===== src/rtl/efp_pkg.sv =====
// Shared types, record kinds and reset constants for the frame parser.
package efp_pkg;

    localparam int unsigned BYTE_W      = 8;
    localparam int unsigned WORD_W      = 16;
    localparam int unsigned KIND_W      = 3;
    localparam int unsigned HDR_IDX_W   = 4;
    localparam int unsigned CFG_INDEX_W = 1;
    localparam int unsigned QUEUE_DEPTH = 4;

    localparam logic [HDR_IDX_W-1:0] HDR_LAST_IDX = 4'd11;

    localparam logic [BYTE_W-1:0] HEADER_ONE_RESET = 8'h10;
    localparam logic [BYTE_W-1:0] HEADER_TWO_RESET = 8'h81;

    localparam logic [CFG_INDEX_W-1:0] CFG_HEADER_ONE = 1'd0;
    localparam logic [CFG_INDEX_W-1:0] CFG_HEADER_TWO = 1'd1;

    localparam logic [KIND_W-1:0] KIND_HEADER = 3'd0;
    localparam logic [KIND_W-1:0] KIND_PROP   = 3'd1;
    localparam logic [KIND_W-1:0] KIND_DATA   = 3'd2;
    localparam logic [KIND_W-1:0] KIND_ACCEPT = 3'd3;
    localparam logic [KIND_W-1:0] KIND_REJECT = 3'd4;

    typedef struct packed {
        logic [BYTE_W-1:0] frame_byte;
        logic              end_of_frame;
    } item_t;

    typedef struct packed {
        logic [KIND_W-1:0] record_kind;
        logic [WORD_W-1:0] transaction_id;
        logic [WORD_W-1:0] source_class;
        logic [BYTE_W-1:0] source_instance;
        logic [WORD_W-1:0] dest_class;
        logic [BYTE_W-1:0] dest_instance;
        logic [BYTE_W-1:0] service_code;
        logic [BYTE_W-1:0] operation_count;
        logic [BYTE_W-1:0] property_code;
        logic [BYTE_W-1:0] property_length;
        logic [BYTE_W-1:0] payload_byte;
        logic              last_of_run;
    } result_t;

    // Work left by one frame byte: an optional record plus an optional end verdict.
    typedef struct packed {
        logic    main_valid;
        result_t main_rec;
        logic    end_valid;
        logic    end_accept;
    } action_t;

    typedef struct packed {
        logic full;
        logic empty;
    } q_status_t;

endpackage


===== src/rtl/efp_front.sv =====
// Front end: walks the frame byte by byte and produces at most one action per byte.
module efp_front (
    input  logic                                       clk,
    input  logic                                       rst_n,
    input  logic                                       take,
    input  efp_pkg::item_t                             item,
    input  logic                                       cfg_write,
    input  logic [efp_pkg::CFG_INDEX_W-1:0]            cfg_index,
    input  logic [efp_pkg::BYTE_W-1:0]                 cfg_data,
    output logic                                       act_valid,
    output efp_pkg::action_t                           act
);
    import efp_pkg::*;

    localparam logic [2:0] ST_HEADER  = 3'd0;
    localparam logic [2:0] ST_CODE    = 3'd1;
    localparam logic [2:0] ST_LEN     = 3'd2;
    localparam logic [2:0] ST_PAYLOAD = 3'd3;
    localparam logic [2:0] ST_DONE    = 3'd4;
    localparam logic [2:0] ST_FAILED  = 3'd5;

    logic [BYTE_W-1:0]    exp_one_reg, exp_two_reg;
    logic [2:0]           stage_reg, stage_next;
    logic [HDR_IDX_W-1:0] idx_reg, idx_next;
    logic                 failed_reg, failed_next;
    logic [BYTE_W-1:0]    ops_reg, ops_next;
    logic [BYTE_W-1:0]    plen_reg, plen_next;
    logic [BYTE_W-1:0]    prop_reg, prop_next;
    logic [WORD_W-1:0]    trans_reg, trans_next;
    logic [WORD_W-1:0]    sclass_reg, sclass_next;
    logic [BYTE_W-1:0]    sinst_reg, sinst_next;
    logic [WORD_W-1:0]    dclass_reg, dclass_next;
    logic [BYTE_W-1:0]    dinst_reg, dinst_next;
    logic [BYTE_W-1:0]    svc_reg, svc_next;
    logic                 complete;
    logic [BYTE_W-1:0]    b;
    logic [BYTE_W-1:0]    ops_dec, plen_dec;

    assign b        = item.frame_byte;
    assign ops_dec  = ops_reg - 8'd1;
    assign plen_dec = plen_reg - 8'd1;

    always_comb
    begin
        stage_next  = stage_reg;
        idx_next    = idx_reg;
        failed_next = failed_reg;
        ops_next    = ops_reg;
        plen_next   = plen_reg;
        prop_next   = prop_reg;
        trans_next  = trans_reg;
        sclass_next = sclass_reg;
        sinst_next  = sinst_reg;
        dclass_next = dclass_reg;
        dinst_next  = dinst_reg;
        svc_next    = svc_reg;
        complete    = 1'b0;
        act         = '0;

        case (stage_reg)
            ST_HEADER:
            begin
                case (idx_reg)
                    4'd0:          failed_next = failed_reg | (b != exp_one_reg);
                    4'd1:          failed_next = failed_reg | (b != exp_two_reg);
                    4'd2, 4'd3:    trans_next  = {trans_reg[BYTE_W-1:0], b};
                    4'd4, 4'd5:    sclass_next = {sclass_reg[BYTE_W-1:0], b};
                    4'd6:          sinst_next  = b;
                    4'd7, 4'd8:    dclass_next = {dclass_reg[BYTE_W-1:0], b};
                    4'd9:          dinst_next  = b;
                    4'd10:         svc_next    = b;
                    default:       ;
                endcase
                if (idx_reg >= HDR_LAST_IDX)
                begin
                    idx_next = '0;
                    if (failed_reg)
                    begin
                        stage_next = ST_FAILED;
                    end
                    else
                    begin
                        act.main_valid                   = 1'b1;
                        act.main_rec.record_kind         = KIND_HEADER;
                        act.main_rec.transaction_id      = trans_reg;
                        act.main_rec.source_class        = sclass_reg;
                        act.main_rec.source_instance     = sinst_reg;
                        act.main_rec.dest_class          = dclass_reg;
                        act.main_rec.dest_instance       = dinst_reg;
                        act.main_rec.service_code        = svc_reg;
                        act.main_rec.operation_count     = b;
                        ops_next   = b;
                        stage_next = (b == '0) ? ST_DONE : ST_CODE;
                        complete   = (b == '0);
                    end
                end
                else
                begin
                    idx_next = idx_reg + 4'd1;
                end
            end
            ST_CODE:
            begin
                prop_next  = b;
                stage_next = ST_LEN;
            end
            ST_LEN:
            begin
                act.main_valid               = 1'b1;
                act.main_rec.record_kind     = KIND_PROP;
                act.main_rec.property_code   = prop_reg;
                act.main_rec.property_length = b;
                plen_next = b;
                if (b == '0)
                begin
                    ops_next   = ops_dec;
                    stage_next = (ops_dec == '0) ? ST_DONE : ST_CODE;
                    complete   = (ops_dec == '0);
                end
                else
                begin
                    stage_next = ST_PAYLOAD;
                end
            end
            ST_PAYLOAD:
            begin
                act.main_valid            = 1'b1;
                act.main_rec.record_kind  = KIND_DATA;
                act.main_rec.payload_byte = b;
                plen_next = plen_dec;
                if (plen_dec == '0)
                begin
                    ops_next   = ops_dec;
                    stage_next = (ops_dec == '0) ? ST_DONE : ST_CODE;
                    complete   = (ops_dec == '0);
                end
            end
            ST_DONE:
            begin
                complete = 1'b1;
            end
            default:
            begin
                // Failed header: drop bytes until the frame ends.
            end
        endcase

        if (item.end_of_frame)
        begin
            act.end_valid  = 1'b1;
            act.end_accept = complete;
            stage_next     = ST_HEADER;
            idx_next       = '0;
            failed_next    = 1'b0;
        end
        act.main_rec.last_of_run = ~item.end_of_frame;
    end

    assign act_valid = take & (act.main_valid | act.end_valid);

    always_ff @(posedge clk or negedge rst_n)
    begin
        if (!rst_n)
        begin
            exp_one_reg <= HEADER_ONE_RESET;
            exp_two_reg <= HEADER_TWO_RESET;
        end
        else if (cfg_write)
        begin
            if (cfg_index == CFG_HEADER_ONE)
            begin
                exp_one_reg <= cfg_data;
            end
            if (cfg_index == CFG_HEADER_TWO)
            begin
                exp_two_reg <= cfg_data;
            end
        end
    end

    always_ff @(posedge clk or negedge rst_n)
    begin
        if (!rst_n)
        begin
            stage_reg  <= ST_HEADER;
            idx_reg    <= '0;
            failed_reg <= 1'b0;
            ops_reg    <= '0;
            plen_reg   <= '0;
            prop_reg   <= '0;
            trans_reg  <= '0;
            sclass_reg <= '0;
            sinst_reg  <= '0;
            dclass_reg <= '0;
            dinst_reg  <= '0;
            svc_reg    <= '0;
        end
        else if (take)
        begin
            stage_reg  <= stage_next;
            idx_reg    <= idx_next;
            failed_reg <= failed_next;
            ops_reg    <= ops_next;
            plen_reg   <= plen_next;
            prop_reg   <= prop_next;
            trans_reg  <= trans_next;
            sclass_reg <= sclass_next;
            sinst_reg  <= sinst_next;
            dclass_reg <= dclass_next;
            dinst_reg  <= dinst_next;
            svc_reg    <= svc_next;
        end
    end

endmodule


===== src/rtl/efp_queue.sv =====
// Action queue between the front end and the record sequencer.
module efp_queue #(
    parameter int unsigned DEPTH = efp_pkg::QUEUE_DEPTH
) (
    input  logic             clk,
    input  logic             rst_n,
    input  logic             wr_en,
    input  efp_pkg::action_t wr_data,
    input  logic             rd_en,
    output efp_pkg::action_t rd_data,
    output efp_pkg::q_status_t status
);
    import efp_pkg::*;

    localparam int unsigned PTR_W = (DEPTH > 1) ? $clog2(DEPTH) : 1;
    localparam int unsigned CNT_W = $clog2(DEPTH + 1);
    localparam logic [PTR_W-1:0] LAST_PTR = PTR_W'(DEPTH - 1);
    localparam logic [CNT_W-1:0] FULL_CNT = CNT_W'(DEPTH);

    action_t          entries_reg [DEPTH];
    logic [PTR_W-1:0] wr_ptr_reg, rd_ptr_reg;
    logic [CNT_W-1:0] count_reg, count_next;
    logic             do_wr, do_rd;

    assign status.full  = (count_reg == FULL_CNT);
    assign status.empty = (count_reg == '0);
    assign do_wr        = wr_en & ~status.full;
    assign do_rd        = rd_en & ~status.empty;
    assign rd_data      = entries_reg[rd_ptr_reg];

    always_comb
    begin
        count_next = count_reg;
        if (do_wr && !do_rd)
        begin
            count_next = count_reg + CNT_W'(1);
        end
        else if (do_rd && !do_wr)
        begin
            count_next = count_reg - CNT_W'(1);
        end
    end

    always_ff @(posedge clk)
    begin
        if (do_wr)
        begin
            entries_reg[wr_ptr_reg] <= wr_data;
        end
    end

    always_ff @(posedge clk or negedge rst_n)
    begin
        if (!rst_n)
        begin
            wr_ptr_reg <= '0;
            rd_ptr_reg <= '0;
            count_reg  <= '0;
        end
        else
        begin
            count_reg <= count_next;
            if (do_wr)
            begin
                wr_ptr_reg <= (wr_ptr_reg == LAST_PTR) ? '0 : wr_ptr_reg + PTR_W'(1);
            end
            if (do_rd)
            begin
                rd_ptr_reg <= (rd_ptr_reg == LAST_PTR) ? '0 : rd_ptr_reg + PTR_W'(1);
            end
        end
    end

endmodule


===== src/rtl/efp_back.sv =====
// Back end: turns each queued action into one or two result records.
module efp_back (
    input  logic               clk,
    input  logic               rst_n,
    input  efp_pkg::action_t   head,
    input  efp_pkg::q_status_t q_status,
    input  logic               pop,
    output logic               q_pop,
    output logic               empty,
    output efp_pkg::result_t   result
);
    import efp_pkg::*;

    logic phase_reg, phase_next;
    logic show_main;
    logic take;

    assign empty     = q_status.empty;
    assign show_main = head.main_valid & ~phase_reg;
    assign take      = pop & ~q_status.empty;
    // Hold the entry while its end verdict still has to follow the main record.
    assign q_pop     = take & ~(show_main & head.end_valid);

    always_comb
    begin
        phase_next = phase_reg;
        if (take)
        begin
            phase_next = ~q_pop;
        end
    end

    always_comb
    begin
        if (show_main)
        begin
            result = head.main_rec;
        end
        else
        begin
            result             = '0;
            result.record_kind = head.end_accept ? KIND_ACCEPT : KIND_REJECT;
            result.last_of_run = 1'b1;
        end
    end

    always_ff @(posedge clk or negedge rst_n)
    begin
        if (!rst_n)
        begin
            phase_reg <= 1'b0;
        end
        else
        begin
            phase_reg <= phase_next;
        end
    end

endmodule


===== src/rtl/echonet_frame_parser.sv =====
// Top level of the frame parser: front end, action queue and record sequencer.
//
// Frame bytes enter one per cycle through push/full; full only rises when the
// action queue (QUEUE_DEPTH entries) between the front end and the record
// sequencer is full. The front end checks the two header bytes against the
// configured values, gathers the header fields and walks the property
// operations. A byte that produces records leaves one queue entry: a header,
// property or payload record, an accept or reject verdict on the frame's last
// byte, or both. The sequencer shows the oldest record on the result port
// while empty is low and delivers one record per pop, so a byte that carries
// both a record and a verdict occupies the result port for two pops; bytes
// that produce nothing never reach the queue. Sustained throughput is one byte
// per cycle, bounded by one record per cycle on the result side. The expected
// header bytes are written through the configuration port (always ready); the
// user writes them only while the block is idle; the block does not enforce it.
module echonet_frame_parser #(
    parameter int unsigned QUEUE_DEPTH = efp_pkg::QUEUE_DEPTH
) (
    input  logic                            clk,
    input  logic                            rst_n,
    input  logic                            push,
    output logic                            full,
    input  efp_pkg::item_t                  item,
    output logic                            empty,
    input  logic                            pop,
    output efp_pkg::result_t                result,
    input  logic                            cfg_valid,
    output logic                            cfg_ready,
    input  logic [efp_pkg::CFG_INDEX_W-1:0] cfg_index,
    input  logic [efp_pkg::BYTE_W-1:0]      cfg_data
);
    import efp_pkg::*;

    action_t   act;
    action_t   head;
    logic      act_valid;
    logic      take;
    logic      q_pop;
    q_status_t q_status;

    // Accept a request whenever the queue has room.
    assign full      = q_status.full;
    assign take      = push & ~q_status.full;
    assign cfg_ready = 1'b1;

    efp_front u_front (
        .clk       (clk),
        .rst_n     (rst_n),
        .take      (take),
        .item      (item),
        .cfg_write (cfg_valid & cfg_ready),
        .cfg_index (cfg_index),
        .cfg_data  (cfg_data),
        .act_valid (act_valid),
        .act       (act)
    );

    efp_queue #(
        .DEPTH (QUEUE_DEPTH)
    ) u_queue (
        .clk     (clk),
        .rst_n   (rst_n),
        .wr_en   (act_valid),
        .wr_data (act),
        .rd_en   (q_pop),
        .rd_data (head),
        .status  (q_status)
    );

    efp_back u_back (
        .clk      (clk),
        .rst_n    (rst_n),
        .head     (head),
        .q_status (q_status),
        .pop      (pop),
        .q_pop    (q_pop),
        .empty    (empty),
        .result   (result)
    );

endmodule


===== config.mk =====
export PLATFORM = sky130hd
export DESIGN_NAME = echonet_frame_parser
export DESIGN_NICKNAME = d
export VERILOG_FILES = /design/src/rtl/efp_pkg.sv /design/src/rtl/efp_front.sv /design/src/rtl/efp_queue.sv /design/src/rtl/efp_back.sv /design/src/rtl/echonet_frame_parser.sv
export SDC_FILE = /design/constraint.sdc
export NUM_CORES = 1
export LEC_CHECK = 0
export ABC_AREA = 1
export BUFFER_PORTS_ARGS = -buffer_cell sky130_fd_sc_hd__buf_4
export CORE_MARGIN = 2
export CORE_UTILIZATION = 30
export CTS_BUF_LIST = sky130_fd_sc_hd__clkbuf_8 sky130_fd_sc_hd__clkbuf_16
export DETAILED_ROUTE_END_ITERATION = 7
export PLACE_DENSITY_LB_ADDON = 0.3
export RECOVER_POWER = 50
export SLEW_MARGIN = 30
export SYNTH_ARGS = -nofsm -noshare
export SYNTH_HDL_FRONTEND = slang
export SYNTH_SLANG_ARGS = --single-unit

===== constraint.sdc =====
create_clock -name clk -period 10.8 [get_ports clk]
set_input_delay 0.54 -clock clk [delete_from_list [all_inputs] [get_ports clk]]
set_output_delay 0.54 -clock clk [all_outputs]
set_load 0.01 [all_outputs]

==> results.md, run 1 <==
- Initial antenna violation count: 3
- Reg2Reg Setup Slack: roughly 5700 ps
- Mapped Cells: about 2.2k
- Filler Cell Count: about 7.6k
- Die area: 80,900 µm²
- #FFs+latches synth: about 570
- Top_reg_cell synth: edfxtp_1
- WP buf/inv: 2
- # IOs: ~130
- CTS Buf Count: 66
- Post-CTS sizing: 0
- Avg Vias per Cell: roughly 4.7
- CP top delay family: buffers and inverters
- Mapped Area: 23,600 µm²
- Clk buf depth: 3
- Core Util, Final: 0.357
- Critical Path Source Type: input port
- Critical R2R Launch: u_front.idx_reg[0]$_DFFE_PN0P_
- Gr ovfl total: 0
- CP Capture Type: async pin
- Max Freq: between 150 and 200 MHz
- Yosys cell types: 40
- Post-Syn Nets: 2,258
- Fraction of layout cells with a size suffix above 1: 0.111
- Final worst setup slack: around 4200 ps
- Headroom to the max-slew limit: -2.06
- Comb pwr share: 0.317
- Worst-path clk slew: approximately 60 ps
- Critical Path Max Stage Delay: approximately 3100 ps
- Switching component of the power: approximately 2.7 mW
- Clock latency at the later pin of the worst-skew pair: ~600 ps
- Chip height: about 280 µm
- Setup Skew: 29.9 ps
- Min cycle time layout: about 6600 ps
- Final Max Tran Viols: approximately 220
- Die width: between 200 and 300 µm
- Largest net degree at the start of global routing: 129
- Min-Delay Startpoint: cfg_data[0]
- Register area share after synthesis: 0.696
- Worst Hold Path EP: u_front.exp_two_reg[0]$_DFFE_PN1P_
- CP arrival: 6150 ps
- Async S/R FF share, synth: 0.225
- CP max FO: 78
- Synth Warn #: 0
- DR vias: 16.0k
- Most frequent cell after synthesis: nor2_1
- Failing checks: max-capacitance violations, max-slew violations
- DP Worst Slack: approximately 6400 ps
- Vias in the first global route: ~16k
- Clock power share: 0.294
- Antenna Nets Post-Route: 0
- Status: finished with violations
- Slowest cell on crit path: clkbuf_1
- Crit-path cells: clkbuf_1 > clkbuf_1
- Reg2Reg Depth: 6
- Tcrit/Tclk final: 0.608
- FF/Latch Area: between 15,000 and 20,000 µm²
- PortBufs: approximately 130
- First-pass GRT wire length: roughly 95 mm
- DRT iter0 DRCs: 1,180
- Post-synth EDFFs: 440
- Total track usage: 0.154
- Cells after DPL: between 3k and 4k
- Router iterations before antenna repair: 6
- Area growth syn-to-layout: 17.4%
- Hold Path Cell Cnt: 3
- Leakage: about 10 nW
- VDD IR max: around 140 µV
- Hold/Removal Path Class: input port to register
- Sw Ratio: 0.357
- Least-Margin Pin Slew: around 4600 ps
- CTS root buf: clkbuf_16
- Footprint of the multi-input gates: between 6000 and 7000 µm²
- H-tree depth: 3
- Area fraction of the dominant cell type after synthesis: 0.560
- Cell Pwr Density: about 270 nW/µm²
- Core Rows: 102
- CP dominant cell by count: clkbuf_1
- Yosys top cell by area: edfxtp_1
- Gp weighted congestion: between 0.7 and 0.8
- Synth Area per Inst: ~11 µm²
- Top area cells in the synthesized netlist: edfxtp_1 56%, dfrtp_1 13%, nor2_1 9.2%, o21ai_0 7.4%, nand2_1 3.6%
- CTS Hold Bufs: 0
- TritonCTS clock tree: yes
- Finish-stage setup viols: 0
- RSZ-0062 raised after global routing: no
- Total negative slack: 0 ps
- WL/cell: between 15 and 20 µm
- Power Internal: roughly 4.9 mW
- MaxCap Viol Count: 4
- WS Path Type: input port to async pin
- Max reg flops: 440
- Fin. Hold Viols: 0
- Initial core utilization: 0.304
- Finished Layout Cells: about 3.4k
- Clock Sinks: roughly 570
- Nets: 2,351
- Req. time, crit path: between 10,000 and 15,000 ps
- Routed wire length: 63.0 mm
- # Post-CTS Setup Buffers: 0
- Seq pwr share: 0.389
- Residual DRC count: 0
- Commonest cells in the netlist: 578 x nor2_1, 440 x edfxtp_1, 347 x o21ai_0
- Worst r2r dst: u_queue.entries_reg[0][103]$_DFFE_PP_
- Detailed placement HPWL: between 30 and 40 mm
- CORE AREA: about 78,000 µm²
-- power groups by stage --
stage	Combinational, mW	Clock (mW)	Sequential (mW)
2_1_floorplan	1.53	0	2.91
3_3_place_gp	2.42	0	2.97
3_5_place_dp	2.45	0	2.98
4_1_cts	2.46	2.27	2.94
5_1_grt	2.69	2.36	2.97
6_report	2.39	2.22	2.94
-- logic make-up (layout without fill, tap and decap cells) --
family / after synthesis / after routing / share of synthesized area
adders and majority gates: 15 / 15 / 0.00827
other: 1 / 2 / 0.000159
DFF: 568 / 568 / 0.696
xor gates and xnor gates: 4 / 4 / 0.00148
and+or+nand+nor: 849 / 849 / 0.139
AOI/OAI and AO/OA: 497 / 497 / 0.108
buffers and inverters: 286 / 431 / 0.0475
-- metrics by stage --
step	power, mW	area, µm²	hold slack, ps
global route	8.02	27700	201
floorplan	4.44	23600	244
finish	7.55	27700	186
CTS	7.67	27800	1.11
detailed placement	5.43	25600	466
global placement	5.38	25600	465
-- area by class of cell --
cell class,count,area share
Multi-Input combinational cell,1366,0.219
Timing Repair Buffer,149,0.0402
Clock inverter,45,0.0133
Inverter,162,0.0223
Tap cell,1040,0.0469
Clock buffer,75,0.0657
Sequential cell,568,0.593
Antenna cell,1,0.0000903
-- how the worst max path moves through the flow --
stage                                            from                                   to  slack, ps  depth (start not counted)
finish                                          rst_n    u_queue.rd_ptr_reg[1]$_DFFE_PN0P_       4230                          2
global route                                    rst_n    u_queue.rd_ptr_reg[1]$_DFFE_PN0P_       2830                          2
CTS                 u_queue.rd_ptr_reg[0]$_DFFE_PN0P_                          result[101]       5730                          7
detailed placement  u_queue.rd_ptr_reg[0]$_DFFE_PN0P_                          result[101]       6390                          7
global placement    u_queue.rd_ptr_reg[0]$_DFFE_PN0P_                          result[101]       6440                          7
floorplan              u_front.idx_reg[1]$_DFFE_PN0P_  u_queue.entries_reg[0][0]$_DFFE_PP_       4450                          7
-- worst reg2reg max path, delay by kind of cell (launching register included) --
kind	cells	cell delay (ps)
compound gates	1	180
fa+ha+maj	1	220
buf+inv	2	2200
flops	1	410
simple gates	2	1630
-- routing by layer --
| layer | vias to the layer above | track usage | wire, µm |
|---|---|---|---|
| met4 | 2 | 0.0504 | 1740 |
| met2 | 410 | 0.266 | 30800 |
| li1 | 7688 | - | - |
| met3 | 106 | 0.0280 | 3150 |
| met5 | - | 0 | 16 |
| met1 | 7824 | 0.194 | 27300 |
-- cell usage in the layout (no fill, tap or decap), types with 6 or more instances in the layout --
cell	n
buf_4	134
bufinv_16	6
clkbuf_1	7
ha_1	14
clkinv_2	9
nor2_1	575
dfrtp_1	123
inv_1	165
inv_2	9
nand4_1	8
a21oi_1	118
nand2_1	227
clkinv_1	9
edfxtp_1	440
o211ai_1	7
nand3_1	29
buf_6	6
o21ai_0	355
clkbuf_16	70
Note: power is estimated with default switching activity, not from simulation.
==> inputs of run 2 (changes only) <==
--- a/config.mk
+++ b/config.mk
@@ -5,7 +5,7 @@
 export SDC_FILE = /design/constraint.sdc
 export NUM_CORES = 1
 export LEC_CHECK = 0
-export ABC_AREA = 1
+export ABC_AREA = 0
 export BUFFER_PORTS_ARGS = -buffer_cell sky130_fd_sc_hd__buf_4
 export CORE_MARGIN = 2
 export CORE_UTILIZATION = 30
==> constraint.sdc (replaced) <==
create_clock -name clk -period 6.1 [get_ports clk]
set_input_delay 0.305 -clock clk [delete_from_list [all_inputs] [get_ports clk]]
set_output_delay 0.305 -clock clk [all_outputs]
set_load 0.01 [all_outputs]
==> results.md, run 2 <==
- Met3 Use GR: 0.0250
- Failing checks: max-capacitance violations, max-slew violations
- Placed Area: 25,600 µm²
- Max Freq: between 200 and 250 MHz
- Total track usage: 0.138
- Crit-path cells: ha_1 > o21ai_0 > nor3_4 > clkbuf_1 > and2_1
- DP Worst Slack: between 2000 and 2500 ps
- Vias in the first global route: roughly 13k
- Yosys top cell by area: edfxtp_1
- Final Max Tran Viols: 165
- WP buf/inv: 1
- CP top delay family: buffers and inverters
- CORE AREA: about 77,000 µm²
- Clock Sinks: 568
- MaxCap Viol Count: 3
- FF/Latch Area: between 15,000 and 20,000 µm²
- Area growth syn-to-layout: 18.6%
- Routed wire length: approximately 55 mm
- Chip height: 283 µm
- Gr ovfl total: 0
- Post-synth EDFFs: 440
- Largest net degree at the start of global routing: approximately 110
- # Post-CTS Setup Buffers: 0
- Status: finished with violations
- Critical Path Source Type: register
- Most frequent cell after synthesis: edfxtp_1
- Post-Syn Nets: between 1k and 1.5k
- Router iterations before antenna repair: 5
- Die area: between 80,000 and 90,000 µm²
- Yosys cell types: 66
- #FFs+latches synth: 568
- Min cycle time layout: 4630 ps
- Cell Pwr Density: a little under 500 nW/µm²
- H-tree depth: 2
- CP max FO: 80
- Register area share after synthesis: 0.702
- Async S/R FF share, synth: 0.225
- Initial core utilization: 0.303
- Top area cells in the synthesized netlist: edfxtp_1 56%, dfrtp_1 13%, mux4_2 11%, mux2_2 4.7%, and3_1 3.0%
- Final worst setup slack: around 1500 ps
- VDD IR max: around 400 µV
- CTS root buf: clkbuf_16
- Finish-stage setup viols: 0
- Req. time, crit path: ~6600 ps
- TritonCTS clock tree: yes
- Cells after DPL: 2,448
- Met1 Use GR: 0.184
- Post-route design area: around 28,000 µm²
- Avg Vias per Cell: 4.80
- Commonest cells in the netlist: 440 x edfxtp_1, 125 x dfrtp_1, 113 x and3_1
- Grt peak-use layer: met2
- PortBufs: ~130
- Initial antenna violation count: 3
- Finished Layout Cells: between 2k and 3k
- Fin. Hold Viols: 0
- Max reg flops: 440
- Setup Skew: roughly 17 ps
- Synth Warn #: 0
- Hold/Removal Path Class: input port to register
- Met2 usage in global routing: 0.231
- Clock latency at the later pin of the worst-skew pair: roughly 630 ps
- CP arrival: just over 5000 ps
- Slowest cell on crit path: clkbuf_1
- Area fraction of the dominant cell type after synthesis: 0.565
- Antenna Nets Post-Route: 0
- CTS Buf Count: 59
- Synth Area per Inst: approximately 17 µm²
- # IOs: roughly 130
- WL/cell: approximately 22 µm
- Worst-path clk slew: 60 ps
- DR vias: between 10k and 15k
- DRT iter0 DRCs: roughly 900
- Fraction of layout cells with a size suffix above 1: 0.307
- Footprint of the multi-input gates: 6560 µm²
- Headroom to the max-slew limit: -1.44
- Filler Cell Count: about 7.3k
- Most frequent cells in the layout: 440 x edfxtp_1, 133 x buf_4, 123 x dfrtp_1
- Core Util, Final: 0.359
- First-pass GRT wire length: approximately 84 mm
- Leakage: between 10 and 15 nW
- Top_reg_cell synth: edfxtp_1
- WS Path Type: register to register
- Gp weighted congestion: just under 0.8
- Mapped Cells: between 1k and 1.5k
- CP Capture Type: register
- Nets: approximately 1.5k
- Most common cell after layout, fill and taps aside: edfxtp_1
- Die width: ~280 µm
- Clk buf depth: 3
- Mapped Area: about 23,000 µm²
- Tcrit/Tclk final: 0.758
- Residual DRC count: 0
- Total power: ~14 mW
- Total negative slack: 0 ps
- Final hold slack: between 100 and 150 ps
- Detailed placement HPWL: between 30 and 40 mm
- Critical Path Max Stage Delay: around 2600 ps
- Core Rows: 102
- RSZ-0062 raised after global routing: no
- Least-Margin Pin Slew: around 3700 ps
run 2: cell types whose count changed in the layout (fill, tap and decap cells not counted), moves of 38 or more:
| cell | delta |
|---|---|
| and2_0 | +38 |
| mux4_2 | +109 |
| inv_1 | -135 |
| o21ai_0 | -332 |
| mux2_2 | +98 |
| nand2_1 | -199 |
| nor2_1 | -550 |
| and3_1 | +113 |
| and2_1 | +59 |
| a21oi_1 | -101 |
run 2: cell type report:
cell class                      count  share of cell area
Tap cell                         1040              0.0469
Clock inverter                     43              0.0183
Clock buffer                       69              0.0585
Inverter                           22             0.00302
Antenna cell                        2            0.000180
Sequential cell                   568               0.592
Multi-Input combinational cell    669               0.236
Timing Repair Buffer              159              0.0450
run 2: kinds of logic after synthesis:
| family | count (synthesis) | synth area share |
|---|---|---|
| adder cells (fa/ha/maj) | 15 | 0.00834 |
| AND/OR/NAND/NOR | 341 | 0.0867 |
| AO/OA/AOI/OAI | 86 | 0.0251 |
| buffers and inverters | 106 | 0.0181 |
| flip-flops | 568 | 0.702 |
| XOR/XNOR | 15 | 0.00561 |
| multiplexers | 211 | 0.154 |
| other | 1 | 0.000160 |
run 2: worst min-delay path: stages:
cell and delay (ps):
buf_4 210, nand2_1 90, o211ai_1 80
run 2: what timing repair did:
item / in CTS / in global routing
hold endpoints to repair: 87 / 0
resized for setup: 0 / 0
hold buffers: 10 / 0
run 2: report_power, final:
group          internal [mW]  switching, mW  total (mW)
Combinational           1.92           2.23        4.14
Sequential              5.07          0.516        5.59
Clock                   2.33           1.53        3.86
Total                   9.32           4.27        13.6
run 2: metal layers:
| layer | part of all wire | vias to the layer above | wire, µm |
|---|---|---|---|
| li1 | - | 5522 | - |
| met3 | 0.044 | 79 | 2450 |
| met4 | 0.022 | 2 | 1200 |
| met5 | 0.00029 | - | 16 |
| met2 | 0.50 | 266 | 27400 |
| met1 | 0.44 | 6476 | 24300 |
run 2: path summary, 6_finish.rpt:
| check | start | to | slack (ps) | cells past startpoint |
|---|---|---|---|---|
| min in group asynchronous | rst_n | u_front.exp_one_reg[7]$_DFFE_PN0P_ | 290 | 2 |
| hold reg to reg | u_front.sclass_reg[9]$_DFFE_PN0P_ | u_front.sclass_reg[9]$_DFFE_PN0P_ | 490 | 1 |
| setup reg to reg | u_front.idx_reg[1]$_DFFE_PN0P_ | u_queue.entries_reg[0][103]$_DFFE_PP_ | 1470 | 5 |
| hold / removal | item[1] | u_front.ops_reg[0]$_DFFE_PN0P_ | 130 | 3 |
| max in group asynchronous | rst_n | u_front.plen_reg[7]$_DFFE_PN0P_ | 1980 | 3 |
| setup / recovery | u_front.idx_reg[1]$_DFFE_PN0P_ | u_queue.entries_reg[0][103]$_DFFE_PP_ | 1470 | 5 |
